<file path="config.mk">
export PLATFORM = sky130hd
export DESIGN_NAME = umdl_back
export DESIGN_NICKNAME = d
export VERILOG_FILES = /design/src/hdl/umdl_pkg.sv /design/src/hdl/umdl_ram.sv /design/src/hdl/umdl_back.sv
export SDC_FILE = /design/constraint.sdc
export NUM_CORES = 2
export LEC_CHECK = 0
export BUFFER_PORTS_ARGS = -buffer_cell sky130_fd_sc_hd__buf_2
export CAP_MARGIN = 25
export CELL_PAD_IN_SITES_DETAIL_PLACEMENT = 0
export CELL_PAD_IN_SITES_GLOBAL_PLACEMENT = 1
export CORE_MARGIN = 4
export CORE_UTILIZATION = 50
export CTS_BUF_LIST = sky130_fd_sc_hd__clkbuf_16
export DETAILED_ROUTE_END_ITERATION = 10
export GPL_TIMING_DRIVEN = 1
export HOLD_SLACK_MARGIN = 0.02
export PLACE_DENSITY_LB_ADDON = 0.1
export REMOVE_ABC_BUFFERS = 1
export SYNTH_ARGS = -nofsm -noshare
export SYNTH_HDL_FRONTEND = slang
export SYNTH_HIERARCHICAL = 1
export SYNTH_SLANG_ARGS = --single-unit
</file>
<file path="constraint.sdc">
create_clock -name clk -period 3.3 [get_ports clk]
set_clock_uncertainty 0.2 [all_clocks]
set_input_delay 0.33 -clock clk [delete_from_list [all_inputs] [get_ports clk]]
set_output_delay 0.33 -clock clk [all_outputs]
set_load 0.01 [all_outputs]
</file>
<file path="src/hdl/umdl_pkg.sv">
`timescale 1ns / 1ps
package umdl_pkg;

	localparam int RX_DEPTH_DEF = 256;
	localparam int CMDQ_DEPTH   = 4;
	localparam int OUTQ_DEPTH   = 4;
	localparam int NUM_WORDS    = 18;

	localparam logic [11:0] WINDOW      = 12'h048;
	localparam logic [11:0] OFS_CR      = 12'h000;
	localparam logic [11:0] OFS_MR      = 12'h004;
	localparam logic [11:0] OFS_IER     = 12'h008;
	localparam logic [11:0] OFS_IDR     = 12'h00C;
	localparam logic [11:0] OFS_ISR     = 12'h014;
	localparam logic [11:0] OFS_BAUDGEN = 12'h018;
	localparam logic [11:0] OFS_RXTOUT  = 12'h01C;
	localparam logic [11:0] OFS_RXWM    = 12'h020;
	localparam logic [11:0] OFS_MODEMCR = 12'h024;
	localparam logic [11:0] OFS_MODEMSR = 12'h028;
	localparam logic [11:0] OFS_SR      = 12'h02C;
	localparam logic [11:0] OFS_FIFO    = 12'h030;
	localparam logic [11:0] OFS_BAUDDIV = 12'h034;
	localparam logic [11:0] OFS_FLOWDEL = 12'h038;
	localparam logic [11:0] OFS_TXWM    = 12'h044;

	typedef logic [4:0] rf_idx_t;

	localparam rf_idx_t IDX_CR  = 5'd0;
	localparam rf_idx_t IDX_IMR = 5'd4;
	localparam rf_idx_t IDX_ISR = 5'd5;

	localparam logic [31:0] CR_AUTO_CLEAR = 32'h0000_0043;
	localparam logic [31:0] BIT_RTRIG     = 32'h0000_0001;
	localparam logic [31:0] BIT_REMPTY    = 32'h0000_0002;
	localparam logic [31:0] BIT_TEMPTY    = 32'h0000_0008;

	typedef enum logic [1:0] {
		MODE_READ  = 2'd0,
		MODE_WRITE = 2'd1,
		MODE_RX    = 2'd2,
		MODE_ACK   = 2'd3
	} mode_t;

	typedef enum logic [3:0] {
		OP_NONE,
		OP_RD_REG,
		OP_RD_SR,
		OP_RD_FIFO,
		OP_WR_IER,
		OP_WR_IDR,
		OP_WR_ISR,
		OP_WR_CR,
		OP_WR_REG,
		OP_WR_FIFO,
		OP_RX,
		OP_ACK
	} op_t;

	typedef struct packed {
		op_t         op;
		rf_idx_t     idx;
		logic [31:0] data;
		logic [31:0] mask;
	} cmd_t;

	typedef struct packed {
		logic [31:0] read_data;
		logic        tx_valid;
		logic [7:0]  tx_char;
		logic        raise_irq;
	} res_t;

	function automatic logic [31:0] rf_reset_value(input int i);
		logic [31:0] v;
		case (i)
			0:       v = 32'h0000_0128;
			5:       v = 32'h0000_0208;
			6:       v = 32'h0000_028B;
			8:       v = 32'h0000_0020;
			13:      v = 32'h0000_000F;
			17:      v = 32'h0000_0020;
			default: v = 32'h0000_0000;
		endcase
		return v;
	endfunction

endpackage

</file>
<file path="src/hdl/umdl_ram.sv">
`timescale 1ns / 1ps
module umdl_ram #(
	parameter int WIDTH = 8,
	parameter int DEPTH = 256
) (
	input  logic                     clk,
	input  logic                     we,
	input  logic [$clog2(DEPTH)-1:0] waddr,
	input  logic [WIDTH-1:0]         wdata,
	input  logic                     re,
	input  logic [$clog2(DEPTH)-1:0] raddr,
	output logic [WIDTH-1:0]         rdata
);

	logic [WIDTH-1:0] mem_q [DEPTH];

	always_ff @(posedge clk) begin
		if (we) begin
			mem_q[waddr] <= wdata;
		end
		if (re) begin
			rdata <= mem_q[raddr];
		end
	end

endmodule

</file>
<file path="src/hdl/umdl_back.sv">
`timescale 1ns / 1ps
module umdl_back
	import umdl_pkg::*;
#(
	parameter int RX_DEPTH = RX_DEPTH_DEF,
	parameter int OQ_DEPTH = OUTQ_DEPTH
) (
	input  logic                          clk,
	input  logic                          arst_n,
	input  cmd_t                          cmd,
	input  logic                          cmd_empty,
	output logic                          cmd_pop,
	input  logic [$clog2(OQ_DEPTH+1)-1:0] oq_level,
	output logic                          res_push,
	output res_t                          res
);

	localparam int AW = $clog2(RX_DEPTH);
	localparam int CW = $clog2(RX_DEPTH + 1);
	localparam int LW = $clog2(OQ_DEPTH + 1);

	logic [31:0]   rf_q [NUM_WORDS];
	logic [31:0]   rf_d [NUM_WORDS];
	logic [AW-1:0] head_q;
	logic [AW-1:0] head_d;
	logic [CW-1:0] count_q;
	logic [CW-1:0] count_d;
	logic          pend_q;
	logic          pend_d;

	logic          s2_v;
	res_t          res_s2;
	logic          ram_sel_s2;
	res_t          res_d;
	logic          ram_sel_d;

	logic          fire;
	logic [CW:0]   tail_sum;
	logic [CW:0]   tail_w;
	logic [AW:0]   head_inc;
	logic [AW-1:0] head_next;
	logic          ram_we;
	logic [7:0]    ram_rdata;

	// keep one slot free in the result queue for every word in flight
	assign fire    = ~cmd_empty &
		(({1'b0, oq_level} + (LW+1)'(s2_v)) < (LW+1)'(OQ_DEPTH));
	assign cmd_pop = fire;

	assign tail_sum  = (CW+1)'(head_q) + (CW+1)'(count_q);
	assign tail_w    = (tail_sum >= (CW+1)'(RX_DEPTH)) ? tail_sum - (CW+1)'(RX_DEPTH)
		: tail_sum;
	assign head_inc  = (AW+1)'(head_q) + 1'b1;
	assign head_next = (head_inc >= (AW+1)'(RX_DEPTH)) ? '0 : head_inc[AW-1:0];

	always_comb begin
		rf_d      = rf_q;
		head_d    = head_q;
		count_d   = count_q;
		pend_d    = pend_q;
		res_d     = '0;
		ram_sel_d = 1'b0;
		ram_we    = 1'b0;
		if (fire) begin
			unique case (cmd.op)
				OP_RD_REG: res_d.read_data = rf_q[cmd.idx];
				OP_RD_SR: begin
					res_d.read_data = BIT_TEMPTY | ((count_q == '0) ? BIT_REMPTY : '0);
				end
				OP_RD_FIFO: begin
					if (count_q != '0) begin
						ram_sel_d = 1'b1;
						head_d    = head_next;
						count_d   = count_q - 1'b1;
					end
					if (count_q == '0 || count_q == CW'(1)) begin
						rf_d[IDX_ISR] = rf_q[IDX_ISR] & ~BIT_RTRIG;
					end
				end
				OP_WR_IER: rf_d[IDX_IMR] = rf_q[IDX_IMR] | (cmd.data & cmd.mask);
				OP_WR_IDR: rf_d[IDX_IMR] = rf_q[IDX_IMR] & ~(cmd.data & cmd.mask);
				OP_WR_ISR: begin
					rf_d[IDX_ISR] = (rf_q[IDX_ISR] & ~(cmd.data & cmd.mask)) | BIT_TEMPTY;
				end
				OP_WR_CR: begin
					rf_d[IDX_CR] = ((rf_q[IDX_CR] & ~cmd.mask) | (cmd.data & cmd.mask))
						& ~CR_AUTO_CLEAR;
				end
				OP_WR_REG: begin
					rf_d[cmd.idx] = (rf_q[cmd.idx] & ~cmd.mask) | (cmd.data & cmd.mask);
				end
				OP_WR_FIFO: begin
					res_d.tx_valid  = 1'b1;
					res_d.tx_char   = cmd.data[7:0];
					res_d.raise_irq = ~pend_q;
					pend_d          = 1'b1;
				end
				OP_RX: begin
					// a full queue drops the character but still flags it
					if (count_q != CW'(RX_DEPTH)) begin
						ram_we  = 1'b1;
						count_d = count_q + 1'b1;
					end
					rf_d[IDX_ISR]   = rf_q[IDX_ISR] | BIT_RTRIG;
					res_d.raise_irq = ~pend_q;
					pend_d          = 1'b1;
				end
				OP_ACK: begin
					if ((rf_q[IDX_ISR] & rf_q[IDX_IMR]) != '0) begin
						res_d.raise_irq = 1'b1;
					end else begin
						pend_d = 1'b0;
					end
				end
				default: res_d = '0;
			endcase
		end
	end

	umdl_ram #(
		.WIDTH(8),
		.DEPTH(RX_DEPTH)
	) u_rx_ram (
		.clk   (clk),
		.we    (ram_we),
		.waddr (tail_w[AW-1:0]),
		.wdata (cmd.data[7:0]),
		.re    (fire),
		.raddr (head_q),
		.rdata (ram_rdata)
	);

	always_ff @(posedge clk or negedge arst_n) begin
		if (!arst_n) begin
			for (int i = 0; i < NUM_WORDS; i++) begin
				rf_q[i] <= rf_reset_value(i);
			end
			head_q  <= '0;
			count_q <= '0;
			pend_q  <= 1'b0;
			s2_v    <= 1'b0;
		end else begin
			rf_q    <= rf_d;
			head_q  <= head_d;
			count_q <= count_d;
			pend_q  <= pend_d;
			s2_v    <= fire;
		end
	end

	always_ff @(posedge clk) begin
		if (fire) begin
			res_s2     <= res_d;
			ram_sel_s2 <= ram_sel_d;
		end
	end

	// merge the popped character once the RAM read has landed
	always_comb begin
		res = res_s2;
		if (ram_sel_s2) begin
			res.read_data = {24'd0, ram_rdata};
		end
	end

	assign res_push = s2_v;

endmodule

</file>
==> impl_metrics.py <==
metrics = {
    "sta": {
        "finalWorstSetupSlack_ns": -0.0946,
        "hold_violations": 0,
        "tns_ns": -0.593,
        "max_freq_ghz": 0.295,
        "finalSetupViolCount": 58,
        "period_minus_slack_ns": 3.39,
        "drv_slew": 0,
        "finalCritPeriodShare_pct": 103,
        "tightest_slew_ns": 0.979,
        "rsz0062_at_grt": "yes",
        "maxSlewHeadroom_pct": 34.7,
    },
    "pwr": {
        "power.density_mw_per_mm2": 661,
        "total_power_w": 0.0885,
        "ir_drop_uv": 630,
        "leakage_nw": 48.8,
    },
    "global_route": {
        "grt_pass1_wl_mm": 476,
        "grt_max_degree": 142,
        "antenna_found_initial": 8,
        "grt_pass1_vias": 66200,
        "grt_remaining_overflow": 0,
        "grt_util_all_layers_pct": 28.4,
    },
    "route": {
        "vias_per_cell": 6.23,
        "dr.pass1.iters": 6,
        "wl_mm": 327,
        "avgRoutedWirePerCell_um": 31.1,
        "first_iter_violations": 6819,
        "via_count": 65600,
        "ant_nets": 0,
        "drc": 0,
    },
    "synth": {
        "yosysWarnings": 6,
        "ys_seq_area_share_pct": 70.0,
        "synth-seq-cells": 2694,
        "synth_edf_count": 2099,
        "synth_area_per_cell_um2": 17.2,
        "ys_types": 100,
        "async_flop_share_pct": 22.1,
        "syn_area_mm2": 0.111,
        "yosys_most_used_dff": "edfxtp_1",
        "syn_inst": 6457,
    },
    "setup_path": {
        "worstPathRequired_ns": 3.75,
        "timing.rr.start": "head_q[0]$_DFFE_PN0P_",
        "ff2ff_path_depth": 8,
        "crit_arrival_ns": 3.85,
        "start_kind": "flip-flop",
        "timing.rr.end": "u_rx_ram/rdata[7]$_DFFE_PP_",
        "crit_fanout": 7,
        "end_kind": "flip-flop",
        "ff2ff_setup_slack_ns": -0.09,
        "path_class": "flip-flop to flip-flop",
    },
    "floorplan": {
        "rows": 172,
        "dieArea_mm2": 0.230,
        "die_x_um": 480,
        "die_h_um": 480,
        "initial_core_util_pct": 50.5,
        "io_pins": 123,
        "core_mm2": 0.221,
    },
    "clock_tree": {
        "clock-sinks": 2694,
        "clock_latency_ns": 0.96,
        "root_buffer": "clkbuf_16",
        "cts_tree": "yes",
        "htree_levels": 5,
        "numCtsBuffers": 300,
        "clock_path_buffers": 4,
        "clkTransAtPathRegs_ns": 0.06,
    },
    "placement": {
        "io_buffer_count": 122,
        "detailedPlace.worstSlack_ns": -0.976,
        "hpwl_mm": 203,
        "globalplace.congestion": 0.877,
    },
    "min_path": {
        "worstHoldPathCells": 6,
        "hold_path_class": "primary input to flip-flop",
        "worstHoldEndpoint": "rf_q[419]$_DFFE_PN0P_",
        "hold_path_startpoint": "cmd[64]",
    },
    "cells_and_area": {
        "final_layout_size_suffix_gt1_share_pct": 33.2,
        "regArea_mm2": 0.0780,
        "fin_nets": 7442,
        "syn_to_final_growth_pct": 20.3,
        "fin_util_pct": 60.7,
        "nFillCells": 16200,
        "multi_input_area_mm2": 0.0320,
    },
    "job": {
        "max_cap_violations": 0,
    },
    "run_status": {
        "violations": "setup timing",
        "status": "complete, but fails checks",
    },
}
cell usage after synthesis, drive strengths merged (164+ instances only):
library cell | n | area, µm²
mux4 | 464 | 10500
dfrtp | 579 | 14500
a22oi | 211 | 1580
clkbuf | 205 | 777
mux2i | 363 | 3630
nor2 | 369 | 1450
mux2 | 381 | 4290
edfxtp | 2099 | 63000
nand2 | 279 | 1050
o21ai | 222 | 1110
buf | 244 | 1810
a21oi | 164 | 821
cell families (layout without fill, tap and decap cells):
kind of cell	after synthesis	after routing	share of synthesized area, %
DFF	2694	2694	70.0
muxes	1208	1208	16.5
AOI/OAI and AO/OA	1030	1030	6.54
and+or+nand+nor	1001	1001	4.22
buffers and inverters	494	1602	2.47
xor gates and xnor gates	17	17	0.134
adders and majority gates	13	13	0.153
other	0	6	0
what timing repair did:
action	CTS	global route
pin swaps	13	11
setup endpoints to repair	2056	2031
gates cloned	28	3
hold buffers	109	0
buffers inserted	29	12
hold endpoints to repair	2566	0
gates resized for setup	304	139
cell type report:
class                           count  area share, %
Timing Repair Buffer             1040           7.93
Clock inverter                    210           1.35
Sequential cell                  2694           58.2
Inverter                           45          0.127
Multi-Input combinational cell   3269           23.9
Tap cell                         2958           2.76
Clock buffer                      307           5.73
Antenna cell                        6         0.0112
worst max path at each step:
stage / slack [ns] / end / startpoint
3_3_place_gp: -1.33 / u_rx_ram/rdata[7]$_DFFE_PP_ / head_q[0]$_DFFE_PN0P_
6_report: -0.09 / u_rx_ram/rdata[7]$_DFFE_PP_ / head_q[0]$_DFFE_PN0P_
4_1_cts: -0.1 / u_rx_ram/rdata[0]$_DFFE_PP_ / head_q[0]$_DFFE_PN0P_
2_1_floorplan: -21.30 / u_rx_ram/mem_q[169][0]$_DFFE_PP_ / head_q[0]$_DFFE_PN0P_
3_5_place_dp: -0.98 / u_rx_ram/rdata[0]$_DFFE_PP_ / head_q[0]$_DFFE_PN0P_
5_1_grt: -0.10 / u_rx_ram/mem_q[110][7]$_DFFE_PP_ / head_q[0]$_DFFE_PN0P_
sequential cells by signal, summed over array words and instances (netlist names), named ones only:
name            flops
u_rx_ram/mem_q   2048
rf_q              547
res_s2             32
res                10
count_q             9
head_q              8
u_rx_ram/rdata      8
pend_q              1
ram_sel_s2          1
res_push            1
cell usage in the layout, fill, tap and decap left out, types with 79 or more instances in the layout:
cell	count
a21oi_1	156
buf_12	105
o21ai_0	208
nand2_1	269
buf_4	558
inv_1	99
buf_6	94
clkbuf_16	310
dfrtp_1	573
mux4_2	462
dlygate4sd3_1	108
nor2_1	216
a22oi_1	209
nor2_4	79
edfxtp_1	2099
mux2i_1	360
buf_2	112
mux2_2	370
metal layers:
metal | track usage, % | share of wire (%)
met3 | 3.89 | 6.9
met5 | 0 | 0
met1 | 39.4 | 41
met2 | 46.4 | 49
met4 | 10.2 | 3.9
report_power, final:
part | internal [W] | switching, W | leakage [nW]
registers | 0.0369 | 0.000322 | 27.1
logic | 0.00870 | 0.00997 | 16.8
clock network | 0.0194 | 0.0132 | 4.88
worst max-delay path, stage by stage (launching register included):
cell and delay, ns:
dfrtp_4 0.47, buf_16 0.18, buf_16 0.16, mux4_2 0.56, mux4_2 0.51, nor2b_4 0.15, nor4_4 0.58, buf_4 0.23
nor4_2 0.04
through the flow:
| step | area (µm²) | std cells | hold slack [ns] |
|---|---|---|---|
| after floorplan | 109000 | 6008 | -0.166 |
| after global placement | 120000 | 9821 | 0.138 |
| after detailed placement | 120000 | 9825 | 0.137 |
| after CTS | 133000 | 10500 | 0.0276 |
| after global routing | 134000 | 10500 | 0.101 |
| final | 134000 | 10500 | 0.120 |
No activity file was read; power rests on OpenSTA's default activity.
